[config.mk]
export PLATFORM = sky130hd
export DESIGN_NAME = bsr_front
export DESIGN_NICKNAME = d
export VERILOG_FILES = /design/src/hw/rtl/bsr_pkg.sv /design/src/hw/rtl/bsr_front.sv
export SDC_FILE = /design/constraint.sdc
export NUM_CORES = 1
export LEC_CHECK = 0
export ABC_AREA = 1
export BUFFER_PORTS_ARGS = -buffer_cell sky130_fd_sc_hd__buf_2
export CAP_MARGIN = 40
export CORE_ASPECT_RATIO = 0.5
export CORE_MARGIN = 10
export CORE_UTILIZATION = 56
export CTS_BUF_LIST = sky130_fd_sc_hd__clkbuf_2
export CTS_CLUSTER_DIAMETER = 40
export DETAILED_ROUTE_END_ITERATION = 7
export GPL_ROUTABILITY_DRIVEN = 0
export GPL_TIMING_DRIVEN = 1
export MAX_ROUTING_LAYER = met4
export PLACE_DENSITY = 0.79
export SLEW_MARGIN = 25
export SYNTH_ARGS = -nofsm -noshare
export SYNTH_HDL_FRONTEND = slang
export SYNTH_SLANG_ARGS = --single-unit
[constraint.sdc]
create_clock -name clk -period 4.6 [get_ports clk]
set_input_delay 1.15 -clock clk [delete_from_list [all_inputs] [get_ports clk]]
set_output_delay 1.15 -clock clk [all_outputs]
set_load 0.02 [all_outputs]
[src/hw/rtl/bsr_pkg.sv]
// ----------------------------------------------------------------------------
// Byte stream reassembler package
// Shared widths, command codes, the queued item and the engine states.
// ----------------------------------------------------------------------------
package bsr_pkg;

	localparam int CAPACITY_DEF = 1024;
	localparam int POS_W        = 32;
	localparam int CMD_W        = 2;
	localparam int BYTE_W       = 8;
	localparam int COUNT_W      = 11;
	localparam int QUEUE_DEPTH  = 2;

	localparam logic [CMD_W-1:0] CMD_PUSH = 2'd0;
	localparam logic [CMD_W-1:0] CMD_EOF  = 2'd1;
	localparam logic [CMD_W-1:0] CMD_READ = 2'd2;

	typedef enum logic [1:0] {
		OP_PUSH,
		OP_EOF,
		OP_READ,
		OP_NOP
	} op_t;

	typedef struct packed {
		op_t               op;
		logic [POS_W-1:0]  pos;
		logic [BYTE_W-1:0] data;
		logic              set_end;
		logic [POS_W-1:0]  end_pos;
	} item_t;

	typedef enum logic [2:0] {
		ST_CLEAR,
		ST_IDLE,
		ST_PROBE,
		ST_CHECK,
		ST_ADV_RD,
		ST_ADV_CHK,
		ST_FINISH
	} state_t;

endpackage

[src/hw/rtl/bsr_front.sv]
// ----------------------------------------------------------------------------
// Byte stream reassembler front end
// Accepts input transfers, decodes the command and queues the item.
// ----------------------------------------------------------------------------
module bsr_front (
	input  logic                         clk,
	input  logic                         arst_n,
	input  logic                         item_valid,
	output logic                         item_stall,
	input  logic [bsr_pkg::CMD_W-1:0]    cmd,
	input  logic [bsr_pkg::POS_W-1:0]    stream_index,
	input  logic [bsr_pkg::BYTE_W-1:0]   data_byte,
	input  logic                         end_flag,
	output logic                         q_valid,
	input  logic                         q_pop,
	output bsr_pkg::item_t               q_head
);
	import bsr_pkg::*;

	localparam int PTR_W = (QUEUE_DEPTH > 1) ? $clog2(QUEUE_DEPTH) : 1;
	localparam int CNT_W = $clog2(QUEUE_DEPTH + 1);

	item_t            entry_q [QUEUE_DEPTH];
	logic [PTR_W-1:0] wr_ptr_q;
	logic [PTR_W-1:0] rd_ptr_q;
	logic [CNT_W-1:0] count_q;
	item_t            dec;
	logic             push;
	logic             pop;

	function automatic logic [PTR_W-1:0] ptr_step(input logic [PTR_W-1:0] p);
		logic [PTR_W-1:0] r;
		if (p == PTR_W'(QUEUE_DEPTH - 1)) begin
			r = '0;
		end else begin
			r = p + 1'b1;
		end
		return r;
	endfunction

	always_comb begin
		dec.pos     = stream_index;
		dec.data    = data_byte;
		dec.end_pos = stream_index;
		dec.set_end = 1'b0;
		case (cmd)
			CMD_PUSH: begin
				dec.op      = OP_PUSH;
				dec.end_pos = stream_index + 1'b1;
				dec.set_end = end_flag;
			end
			CMD_EOF: begin
				dec.op      = OP_EOF;
				dec.set_end = end_flag;
			end
			CMD_READ: begin
				dec.op = OP_READ;
			end
			default: begin
				dec.op = OP_NOP;
			end
		endcase
	end

	assign item_stall = (count_q == CNT_W'(QUEUE_DEPTH));
	assign push       = item_valid && !item_stall;
	assign q_valid    = (count_q != '0);
	assign pop        = q_pop && q_valid;
	assign q_head     = entry_q[rd_ptr_q];

	always_ff @(posedge clk) begin
		if (push) begin
			entry_q[wr_ptr_q] <= dec;
		end
	end

	always_ff @(posedge clk or negedge arst_n) begin
		if (!arst_n) begin
			wr_ptr_q <= '0;
			rd_ptr_q <= '0;
			count_q  <= '0;
		end else begin
			if (push) begin
				wr_ptr_q <= ptr_step(wr_ptr_q);
			end
			if (pop) begin
				rd_ptr_q <= ptr_step(rd_ptr_q);
			end
			if (push && !pop) begin
				count_q <= count_q + 1'b1;
			end else if (pop && !push) begin
				count_q <= count_q - 1'b1;
			end
		end
	end

	assert property (@(posedge clk) disable iff (!arst_n)
		count_q <= CNT_W'(QUEUE_DEPTH))
		else $error("Queue count beyond its depth.");

	assert property (@(posedge clk) disable iff (!arst_n)
		(count_q == '0) |-> (wr_ptr_q == rd_ptr_q))
		else $error("Empty queue with pointers apart.");

	assert property (@(posedge clk) disable iff (!arst_n)
		(push && !pop) |=> (count_q == $past(count_q) + 1'b1))
		else $error("Queue count missed a transfer.");

endmodule

==> reports/summary.txt <==
TritonCTS Buffers -> 17
pin count of the biggest net entering global routing -> 76
GRT Total Usage -> 17.1%
clock skew -> 0.0318 ns
measured slew at the worst slew-check pin -> 0.806 ns
io pins -> 124
PD cells -> 582 nW/um2
Yosys cell types -> 23
Critical Path End Type -> output port
routed len/inst -> 15.4 um
final HPWL from detailed placement -> 9810 um
Final Non-Filler Cells -> 930
root buffer cell -> clkbuf_2
antenna violations before repair -> 2
syn nets -> 668
Synth Warn # -> 0
post-synthesis mux area share -> 0%
run status -> completed
Int Power -> 2640 uW
Top delay family on crit path -> buffers and inverters
drt pass-1 iters -> 6
Port Buffers -> 123
deepest clock path buffer count -> 2
number of global-route vias before repair -> 4521
CTS tree -> yes
Die Span X -> 174 um
Final Critical Period -> 3.67 ns
CP max-delay cell -> buf_4
Worst EP required -> 3.45 ns
Logic pwr share -> 39.7%
CTS HTree Levels -> 4
Total Nets Final -> 798
slew margin rel. -> 46.2%
buffer and inverter count on the worst path -> 3
post-route antenna net violation count -> 0
most frequent cells in the layout -> 290 x nand2_1, 150 x edfxtp_1, 123 x buf_2
leading cell type in the layout, fill and taps excluded -> nand2_1
Synth Area in Compound Gates -> 0.300%
# hold bufs at CTS -> 0
adder-cell share of the synthesized area -> 0.375%
Clock transition at path regs -> 0.23 ns
setup TNS -> 0 ns
overall routed net length -> 14300 um
top cell type's share of synthesized area -> 67.5%
cell mode on critical path -> nand2_1
Core Region -> 11700 um2
Seq/Total Area, Yosys -> 69.0%
Final setup viols -> 0
die area -> 17000 um2
switching portion of total power -> 41.5%
DRC -> 0
first-pass GRT wire length -> 22600 um
crit-path max cell delay -> 0.57 ns
largest family of logic cells by synthesized area -> simple AND/OR/NAND/NOR gates
clk sinks -> 154
crit path cell chain -> inv_2, buf_4, nand2_1, nand2_1, buf_2
CP Launch Point -> rd_ptr_q$_DFFE_PN0P_
crit path kind -> reg -> out
share of layout cells above drive strength 1 -> 26.1%
Die Ht -> 97.2 um
Pleak -> 0.00330 uW
Seq cells post-synth -> 154
syn avg cell area -> 10.8 um2
max-slew violations -> 0
largest cells by area after synthesis -> edfxtp_1 67%, nand2_1 16%, xnor2_1 2.2%, inv_1 2.2%, dfrtp_1 1.5%
Simple-Gate Fraction of Synth Area -> 23.5%
synthesized cell area -> 6680 um2
Cells after Synth -> 619
FMAX -> 273 MHz
post-cts sizing count -> 0
CP max FO -> 46
Final Cycle Share -> 79.7%
Worst Path Arrival -> 2.52 ns
Initial Utilization -> 56.9%
area leader, netlist -> edfxtp_1
via count -> 4635
Max Cap Viol -> 0
unrepaired setup endpoints after global routing -> no
clock share of power -> 16.3%
worst r2r src -> count_q[1]$_DFFE_PN0P_
Rows -> 28
Placed Instances -> 895
final hold violation count -> 0
P&R area growth vs syn -> 15.9%
maximum VDD drop -> 0.572 mV
initial drt markers -> 354
drt via density -> 4.98
post-synthesis xor/xnor area fraction -> 3.41%
gr ovfl total -> 0
Post-CTS Repair Setup Buffers -> 0
HP Class -> in -> async
sequential share of power -> 44.0%
clock latency on the worst-skew pair -> 0.68 ns
startpoint class of the critical path -> register
NetSw -> 1870 uW
## cells by family after synthesis
group / Yosys count
simple gates: 373
flops: 154
buf+inv: 60
xor+xnor: 26
compound gates: 4
fa+ha+maj: 2
## synth_stat cells, drive strengths merged
| cell type | number |
|---|---|
| buf | 8 |
| dfrtp | 4 |
| nand2 | 299 |
| xnor2 | 17 |
| nand4 | 7 |
| clkbuf | 10 |
| ha | 2 |
| a21oi | 1 |
| xor2 | 9 |
| o21ai | 3 |
| nor2 | 45 |
| nand3 | 20 |
| edfxtp | 150 |
| inv | 42 |
| nor3 | 2 |
## flip-flops by register name (all words and copies together) (netlist names)
name / count
entry_q: 150
wr_ptr_q: 1
count_q: 2
rd_ptr_q: 1
## through the flow
| stage | utilization, % | power, uW | setup slack (ns) | hold WS, ns | cell area (um2) |
|---|---|---|---|---|---|
| finish | 65.9 | 4500 | 0.934 | 0.214 | 7740 |
| CTS | 65.9 | 4560 | 0.848 | 0.170 | 7730 |
| global route | 65.9 | 4790 | 0.674 | 0.125 | 7730 |
| floorplan | - | 3190 | 0.877 | 0.482 | 6680 |
| global placement | 63.8 | 3800 | 1.69 | 0.503 | 7490 |
| detailed placement | 63.8 | 3850 | 1.63 | 0.533 | 7490 |
## power groups by stage
stage	sequential [uW]	clock (uW)	combinational (uW)
after floorplan	2020	0	1170
after detailed placement	2020	0	1830
final	1980	734	1790
after global placement	2010	0	1790
after CTS	1990	749	1830
after global routing	2010	812	1970
## per-layer routing
metal | global-route usage [%] | vias to the layer above | part of all wire, %
li1 | - | 2277 | -
met1 | 20.8 | 2191 | 43
met2 | 27.8 | 149 | 50
met3 | 4.07 | 18 | 6.2
met4 | 5.62 | 0 | 1.3
met5 | - | - | 0
## final cells by class
class / count / area, um2
Sequential cell: 154 / 4610
Clock buffer: 18 / 90.1
Multi-Input combinational cell: 405 / 1860
Timing Repair Buffer: 129 / 661
Tap cell: 165 / 206
Clock inverter: 14 / 150
Fill cell: 927 / 4000
Antenna cell: 3 / 7.51
Inverter: 42 / 158
## worst reg2reg max path: stages, from the launching register on
cell	delay [ns]
dfrtp_1	0.40
inv_1	0.12
o21ai_0	0.26
nor2_4	0.58
buf_4	0.50
## path summary, 6_finish.rpt
path | slack (ns) | cells past startpoint | endpoint
worst max-delay path | 0.93 | 5 | q_head[22]
worst min-delay path | 0.21 | 1 | count_q[0]$_DFFE_PN0P_
worst max register to register | 2.42 | 4 | entry_q[1][1]$_DFFE_PP_
worst min register to register | 0.56 | 1 | count_q[0]$_DFFE_PN0P_
max in group asynchronous | 4.23 | 1 | rd_ptr_q$_DFFE_PN0P_
min in group clk | 0.56 | 1 | count_q[0]$_DFFE_PN0P_
Power figures use the tool's default switching activity.
